**config.mk**
```make
export PLATFORM = sky130hd
export DESIGN_NAME = rti_dly
export DESIGN_NICKNAME = d
export VERILOG_FILES = /design/src/design/rti_dly.sv
export SDC_FILE = /design/constraint.sdc
export NUM_CORES = 1
export LEC_CHECK = 0
export ABC_AREA = 1
export BUFFER_PORTS_ARGS = -buffer_cell sky130_fd_sc_hd__buf_2
export CORE_UTILIZATION = 40
export CTS_CLUSTER_SIZE = 30
export DETAILED_ROUTE_END_ITERATION = 12
export SLEW_MARGIN = 10
export SYNTH_ARGS = -nofsm -noshare
export SYNTH_HDL_FRONTEND = slang
export SYNTH_SLANG_ARGS = --single-unit
export TNS_END_PERCENT = 20
```
**constraint.sdc**
```tcl
create_clock -name clk -period 1.6 [get_ports clk]
set_clock_uncertainty 0.15 [all_clocks]
set_input_delay 0.24 -clock clk [delete_from_list [all_inputs] [get_ports clk]]
set_output_delay 0.24 -clock clk [all_outputs]
set_load 0.05 [all_outputs]
```
**src/design/rti_dly.sv**
```systemverilog
// ----------------------------------------------------------------------------
// rti_dly
// Stallable delay line that carries side data beside a pipelined unit.
// ----------------------------------------------------------------------------
module rti_dly #(
  parameter int W = 8,
  parameter int N = 4
) (
  input  logic         clk,
  input  logic         rst_n,
  input  logic         en,
  input  logic [W-1:0] d,
  output logic [W-1:0] q
);

  logic [W-1:0] tap_r [N];

  always_ff @(posedge clk) begin
    if (!rst_n) begin
      for (int i = 0; i < N; i++) tap_r[i] <= '0;
    end else if (en) begin
      tap_r[0] <= d;
      for (int i = 1; i < N; i++) tap_r[i] <= tap_r[i-1];
    end
  end

  assign q = tap_r[N-1];

endmodule

```
==> impl_results.md <==
- Pre-Repair DR Iteration Count: 4
- Final wirelength: about 1.4 mm
- CP top delay family: flip-flops
- Final count of hold timing violations: 0
- First-pass GRT wire length: between 2 and 3 mm
- Worst-path clk slew: 0.09 ns
- Crit-path cells: buf_2
- Outcome: complete, no violations
- Cell Pwr Density: 994.3 nW/um^2
- Num Clock Sinks: 32
- Core area: 3103 um^2
- Setup_tns: 0 ns
- RR Endpoint: tap_r[3][4]$_SDFFCE_PN0P_
- Die width: between 50 and 60 um
- Worst Path Buf+Inv: 1
- Pre-CTS setup slack: between 0.4 and 0.5 ns
- Setup CP Type: flop to primary output
- Final instance area: roughly 1600 um^2
- Post-CTS setup buffer count: 0
- Min Tclk post-route: around 1.3 ns
- Io pins: 19
- Top Registers: tap_r (32)
- Hold endpoint: tap_r[0][1]$_SDFFCE_PN0P_
- Share of cells above drive strength 1: 0.4488
- Post-CTS Hold Buffers: 0
- Drt wl/cell: about 8.2 um
- Post-DP Area: between 1500 and 2000 um^2
- Startpoint Class: flop
- Slowest-stage cell, CP: edfxtp_1
- Combinational Power Share: 0.107
- YS warnings: 0
- Mapped Cells: about 100
- Root buffer cell: clkbuf_4
- Max FFs per register: 32
- Fmax: between 700 and 800 MHz
- Largest Register: tap_r
- Final core utilization: 0.5012
- MaxCap Viol Count: 0
- Full die area: approximately 3600 um^2
- Leak: roughly 0.66 nW
- Max clock buf depth: 2
- Fin crit share: 0.8100
- Hold Startpoint: d[1]
- Ys flop type: edfxtp_1
- Setup ws final: 0.3039 ns
- Slew margin rel.: 0.8350
- Reg power frac: 0.640
- Worst r2r src: tap_r[2][4]$_SDFFCE_PN0P_
- Port buffer count: 18
- Total number of vias: between 600 and 700
- Total track usage: 0.1041
- Largest net degree at the start of global routing: 33
- Hold depth: 3
- Initial DRC Count: 17
- Switching share of total power: 0.2355
- Reg2reg path depth: 2
- Sequential share of the synthesized area: 0.7178
- Via density per instance: 3.965
- Routability-driven placement congestion ratio: approximately 0.6
- RSZ-0062 raised after global routing: no
- Post-DP HPWL: 853.9 um
- Total CTS buffers: 5
- Worst path max stage delay: ~0.33 ns
- Switching power: 0.3642 mW
- Non-filler cells, final: about 170
- Finish-stage setup viols: 0
- Pint: 1.182 mW
- Grt ovf: 0
- Syn_area_per_cell: around 13 um^2
- Drc violations: 0
- Post-synth top cells: inv_1 (33), edfxtp_1 (32), nor2_2 (27), buf_6 (3), nor2_4 (3)
- Vias in the first global route: 645
- H-tree depth: 2
- Synth Register Bits: 32
- Syn_nets: roughly 110
- Layout area overhead: 16.17%
- Count leader, synth: inv_1
- CTS tree: done
- Starting Density: 0.4315
- Synth cell types: 8
- Clock Latency Late Sink: roughly 0.32 ns
- Clock group share of total power: 0.252
- Die H: approximately 60 um
- Top post-synthesis cells by area: edfxtp_1 (72%), nor2_2 (13%), inv_1 (9.3%)
- # placed instances: between 150 and 200
- Levels on crit path: 1
- Diodes inserted: 0
- # nets final: 138
- CP Capture Type: primary output
- Hold WS: between 0.05 and 0.06 ns
- Actual slew at the worst max-slew pin: ~0.25 ns
- HP Class: primary input to flop
- CP required: ~1.2 ns
- EDFF count, synth: 32
- Total power draw: between 1.5 and 2 mW
- Cell area after synthesis: about 1300 um^2
- Final ANT Viol Nets: 0
- Initial antenna violation count: 0
- FP Rows: 20
- Post-CTS sizing: 0
- Final Slew Violations: 0
- Peak supply drop: 0.0004487 V
- Critical-path maximum fanout: 1
- Ys async rst share: 0
- Cell accounting for the most synthesized area: edfxtp_1
- R2r setup slk: 0.71 ns
- Yosys top cell area share: 0.7178
- CP Data Arrival Time: about 0.91 ns
## layer usage
metal | GRT usage | vias up | share of wire
met5 | 0 | - | 0
met4 | 0.05980 | 0 | 0.024
met3 | 0.06494 | 7 | 0.085
met2 | 0.1762 | 22 | 0.48
met1 | 0.09362 | 298 | 0.41
li1 | - | 351 | -
## logic make-up after synthesis
logic type | after synthesis | synth area share
buffers and inverters | 36 | 0.1178
and+or+nand+nor | 34 | 0.1645
DFF | 32 | 0.7178
## cell type report
cell class                 count  area (um^2)
clock buffer                   5        37.54
multi-input combinational     34        220.2
tap                           44        55.05
sequential                    32        960.9
fill                         297         1548
timing repair buffer          21        150.1
inverter                      33        123.9
clock inverter                 2        7.507
## worst register-to-register path, cell delays in order, from the launching register on
cell      delay [ns]
edfxtp_1        0.37
inv_1           0.10
nor2_4          0.04
## worst max-delay path by stage
stage / end / slack (ns) / startpoint
floorplan: tap_r[0][0]$_SDFFCE_PN0P_ / 0.11 / en
global route: q[6] / 0.24 / tap_r[3][6]$_SDFFCE_PN0P_
detailed placement: tap_r[0][6]$_SDFFCE_PN0P_ / 0.44 / en
global placement: tap_r[0][6]$_SDFFCE_PN0P_ / 0.46 / en
finish: q[0] / 0.30 / tap_r[3][0]$_SDFFCE_PN0P_
CTS: q[0] / 0.28 / tap_r[3][0]$_SDFFCE_PN0P_
## power by group through the flow
stage | combinational (mW) | sequential (mW) | clock [mW]
2_1_floorplan | 0.0789 | 1.05 | 0
6_report | 0.166 | 0.990 | 0.390
4_1_cts | 0.169 | 0.991 | 0.412
5_1_grt | 0.182 | 0.996 | 0.443
3_5_place_dp | 0.169 | 1.01 | 0
3_3_place_gp | 0.164 | 1.01 | 0
## cells in the final DEF (no fill, tap or decap), drive strengths merged
cell | netlist | final
clkbuf | 0 | 5
inv | 33 | 33
buf | 3 | 21
nand2 | 2 | 2
clkinv | 0 | 2
edfxtp | 32 | 32
nor2 | 32 | 32
Note: power is estimated with default switching activity, not from simulation.
