File: src/design/rti_sqrt.sv
// ----------------------------------------------------------------------------
// rti_sqrt
// Pipelined integer square root of a 64 bit value, one result bit per stage.
// ----------------------------------------------------------------------------
module rti_sqrt (
  input  logic        clk,
  input  logic        en,
  input  logic [63:0] sq,
  output logic [31:0] root
);

  logic [63:0] s_r [32];
  logic [63:0] r_r [32];

  for (genvar i = 0; i < 32; i++) begin : g_stage
    localparam logic [63:0] B = 64'd1 << (62 - 2*i);
    logic [63:0] s_in, r_in;
    logic        take;
    if (i == 0) begin : g_first
      assign s_in = sq;
      assign r_in = '0;
    end else begin : g_next
      assign s_in = s_r[i-1];
      assign r_in = r_r[i-1];
    end
    assign take = s_in >= r_in + B;
    always_ff @(posedge clk) begin
      if (en) begin
        s_r[i] <= take ? s_in - (r_in + B) : s_in;
        r_r[i] <= take ? (r_in >> 1) + B : r_in >> 1;
      end
    end
  end

  assign root = r_r[31][31:0];

endmodule

File: config.mk
export PLATFORM = sky130hd
export DESIGN_NAME = rti_sqrt
export DESIGN_NICKNAME = d
export VERILOG_FILES = /design/src/design/rti_sqrt.sv
export SDC_FILE = /design/constraint.sdc
export NUM_CORES = 2
export LEC_CHECK = 0
export CAP_MARGIN = 25
export CORE_MARGIN = 1
export CORE_UTILIZATION = 60
export CTS_CLUSTER_DIAMETER = 200
export CTS_CLUSTER_SIZE = 24
export DETAILED_ROUTE_END_ITERATION = 8
export DONT_BUFFER_PORTS = 1
export HOLD_SLACK_MARGIN = 0.08
export PLACE_DENSITY = 0.76
export SLEW_MARGIN = 20
export SYNTH_ARGS = -nofsm -noshare
export SYNTH_HDL_FRONTEND = slang
export SYNTH_SLANG_ARGS = --single-unit
File: constraint.sdc
create_clock -name clk -period 5.12 [get_ports clk]
set_input_delay 0.768 -clock clk [delete_from_list [all_inputs] [get_ports clk]]
set_output_delay 0.768 -clock clk [all_outputs]
set_load 0.05 [all_outputs]
==> impl_metrics.csv <==
group,metric,value,unit
grt,grt_util_met1,35.91,%
sta,relSlewSlack,26.60,%
yosys,synthDistinctLibCells,93,
drt,antenna_left,0,
setup_path,crit_buf_inv,9,
yosys,synth_area_per_cell,12.59,µm²
grt,gr-total-overflow,0,
drt,wire_per_inst,21.65,µm
setup_path,crit_path_max_fanout,125,
drt,routed_via_density,6.131,
hold_path,worst_hold_path.num_cells,2,
grt,grtUsageMet2,43.47,%
floorplan,rows,164,
setup_path,end_kind,"register",
setup_path,slowest_stage,"buf_16",
grt,grt_use_met3,3.331,%
layout,fin_util,64.03,%
sta,setup_viol,0,
clocking,clkTransAtPathRegs,0.10,ns
grt,grt_pass1_vias,72340,
yosys,synthArstFlopShare,0,%
yosys,mappedNetlistNets,10190,
placed_design,portBuffers,0,
clocking,cts-buffers-inserted,114,
yosys,synth_warnings,0,
floorplan,die_h,450.1,µm
layout,nets,10250,
flow_run,maxCapViolCount,0,
clocking,cts_tree,"built",
grt,busiest_layer,"met2",
setup_path,crit_path_start_kind,"input port",
drt,wl,266100,µm
sta,fin_crit_sh,95.13,%
power_and_ir_drop,power_density,396.0,mW/mm²
clocking,root_buffer,"clkbuf_16",
grt,grt_max_degree,266,
yosys,ys_ff_latch,2512,
drt,drc_errors,0,
yosys,synthFlopType,"edfxtp_1",
setup_path,crit_chain,"buf_16 > buf_16 > buf_16 > buf_16 > buf_16 > buf_16 > buf_16 > buf_16 > buf_16",
setup_path,crit_family,"buffers and inverters",
setup_path,cp.required,5.59,ns
sta,finClkSkew,0.09187,ns
power_and_ir_drop,p_leak,47.78,nW
setup_path,slowest_delay,0.46,ns
floorplan,initial_utilization,60.35,%
drt,first_pass_iters,6,
yosys,synth-seq-area-share,62.60,%
floorplan,core_area,0.1997,mm²
layout,final_cell_mix,"2512 x edfxtp_1, 715 x inv_1, 629 x nand2_1, 603 x a21oi_1, 587 x nor2_1",
setup_path,crit_type,"in2reg",
setup_path,r2r_cells,11,
clocking,cts_sinks,2512,
layout,drive_gt1_share,3.760,%
grt,grt_usage,25.84,%
sta,finalMaxSlewViolations,0,
sta,max_clock_freq,205.3,MHz
yosys,synth_area,0.1205,mm²
grt,grt_pass1_wl,412000,µm
drt,vias,75340,
grt,antenna_found_initial,6,
placed_design,dpl.hpwl,196600,µm
placed_design,place_area,0.1239,mm²
drt,first_iter_violations,7562,
hold_path,hold_class,"in2reg",
setup_path,crit_arrival,5.34,ns
layout,final_common_cell,"edfxtp_1",
placed_design,pre_cts_slack,-2.733,ns
setup_path,crit_cells,9,
yosys,synth_edf_count,2512,
clocking,htree_levels,3,
sta,final-hold-violation-count,0,
floorplan,ioPinCount,98,
clocking,clock_latency,0.84,ns
setup_path,path_common_cell,"buf_16",
floorplan,die-area,0.2026,mm²
placed_design,gp_congestion,0.9400,
sta,min_period,4.871,ns
clocking,clockBufferDepth,3,
layout,area.growth.synth_to_final,6.094,%
sta,worst_slew_pin_slew,1.093,ns
layout,fin_area,0.1278,mm²
yosys,synth_cells,9568,
floorplan,die_w,450.1,µm
sta,setup_ws,0.2492,ns
power_and_ir_drop,vdd_drop_max,0.3527,mV
run_status,status,"finished clean",
==> layout make-up <==
| class | instances | area, µm² |
|---|---|---|
| flip-flops and latches | 2512 | 75430 |
| fillers | 14680 | 71820 |
| multi-input cells | 6152 | 41730 |
| well taps | 2656 | 3323 |
| clock buffers | 114 | 2853 |
| inverters | 716 | 2688 |
| repair buffers | 127 | 1607 |
| clock inverters | 7 | 188.9 |
| diodes | 4 | 10.01 |
==> through the flow <==
step | power (W) | TNS, ns | hold slack (ns) | instances
after CTS | 0.05073 | 0 | 0.1184 | 12280
after detailed placement | 0.04062 | -1166.13 | 0.4282 | 12090
after global routing | 0.05309 | -0.01362 | 0.1595 | 12280
after floorplan | 0.03677 | 0 | 0.4166 | 9568
after global placement | 0.04034 | -1906.16 | 0.4267 | 12090
final | 0.05062 | 0 | 0.1669 | 12290
==> layer usage <==
metal / routed length [µm] / up-vias
li1: - / 35720
met3: 16430 / 351
met4: 5962 / 0
met1: 113500 / 36960
met5: 0 / -
met2: 130200 / 2311
==> worst paths after layout <==
check,endpoint,slack [ns],from
min,s_r[0][63]$_DFFE_PP_,0.17,sq[63]
min reg2reg,s_r[4][201]$_DFFE_PP_,0.41,s_r[4][137]$_DFFE_PP_
max,s_r[7][83]$_DFFE_PP_,0.25,en
max reg2reg,s_r[7][62]$_DFFE_PP_,0.26,s_r[6][217]$_DFFE_PP_
==> registers in the layout (all words and copies together) (netlist names) <==
register,count
s_r,1984
r_r,528
==> synth_stat cells, types with 112 or more instances <==
cell	instances	area, µm²
nand2b_1	112	700.7
nor3_1	239	1196
edfxtp_1	2512	75430
ha_1	558	6982
a21o_1	288	2162
xnor2_1	488	4274
nor2_1	587	2203
xor2_1	391	3425
inv_1	715	2684
nand3_1	162	810.8
o21ai_0	431	2157
nand4_1	152	950.9
nor4_1	338	2115
nand2_1	629	2361
a21oi_1	604	3023
clkbuf_1	158	593.1
==> repair_timing <==
item / 4_1_cts / 5_1_grt
resized for setup: 1 / 1
setup buffers: 0 / 0
hold buffers: 64 / 0
hold endpoints to repair: 134 / 0
endpoints found under the setup margin: 469 / 2
cloned: 6 / 0
==> kinds of logic after synthesis <==
group / count (synthesis) / share of synthesized area [%]
AOI/OAI and AO/OA: 1855 / 9.573
xor gates and xnor gates: 879 / 6.389
adders and majority gates: 558 / 5.794
buffers and inverters: 904 / 2.835
DFF: 2512 / 62.60
muxes: 107 / 0.9855
and+or+nand+nor: 2753 / 11.82
==> report_power, final <==
group / internal, W / leakage (nW) / total (W) / switching [W]
Clock: 0.00402 / 1.48 / 0.0101 / 0.00611
Combinational: 0.00512 / 22.1 / 0.0123 / 0.00722
Sequential: 0.0261 / 24.2 / 0.0281 / 0.00210
Total: 0.0352 / 47.8 / 0.0506 / 0.0154
No activity file was read; power rests on OpenSTA's default activity.
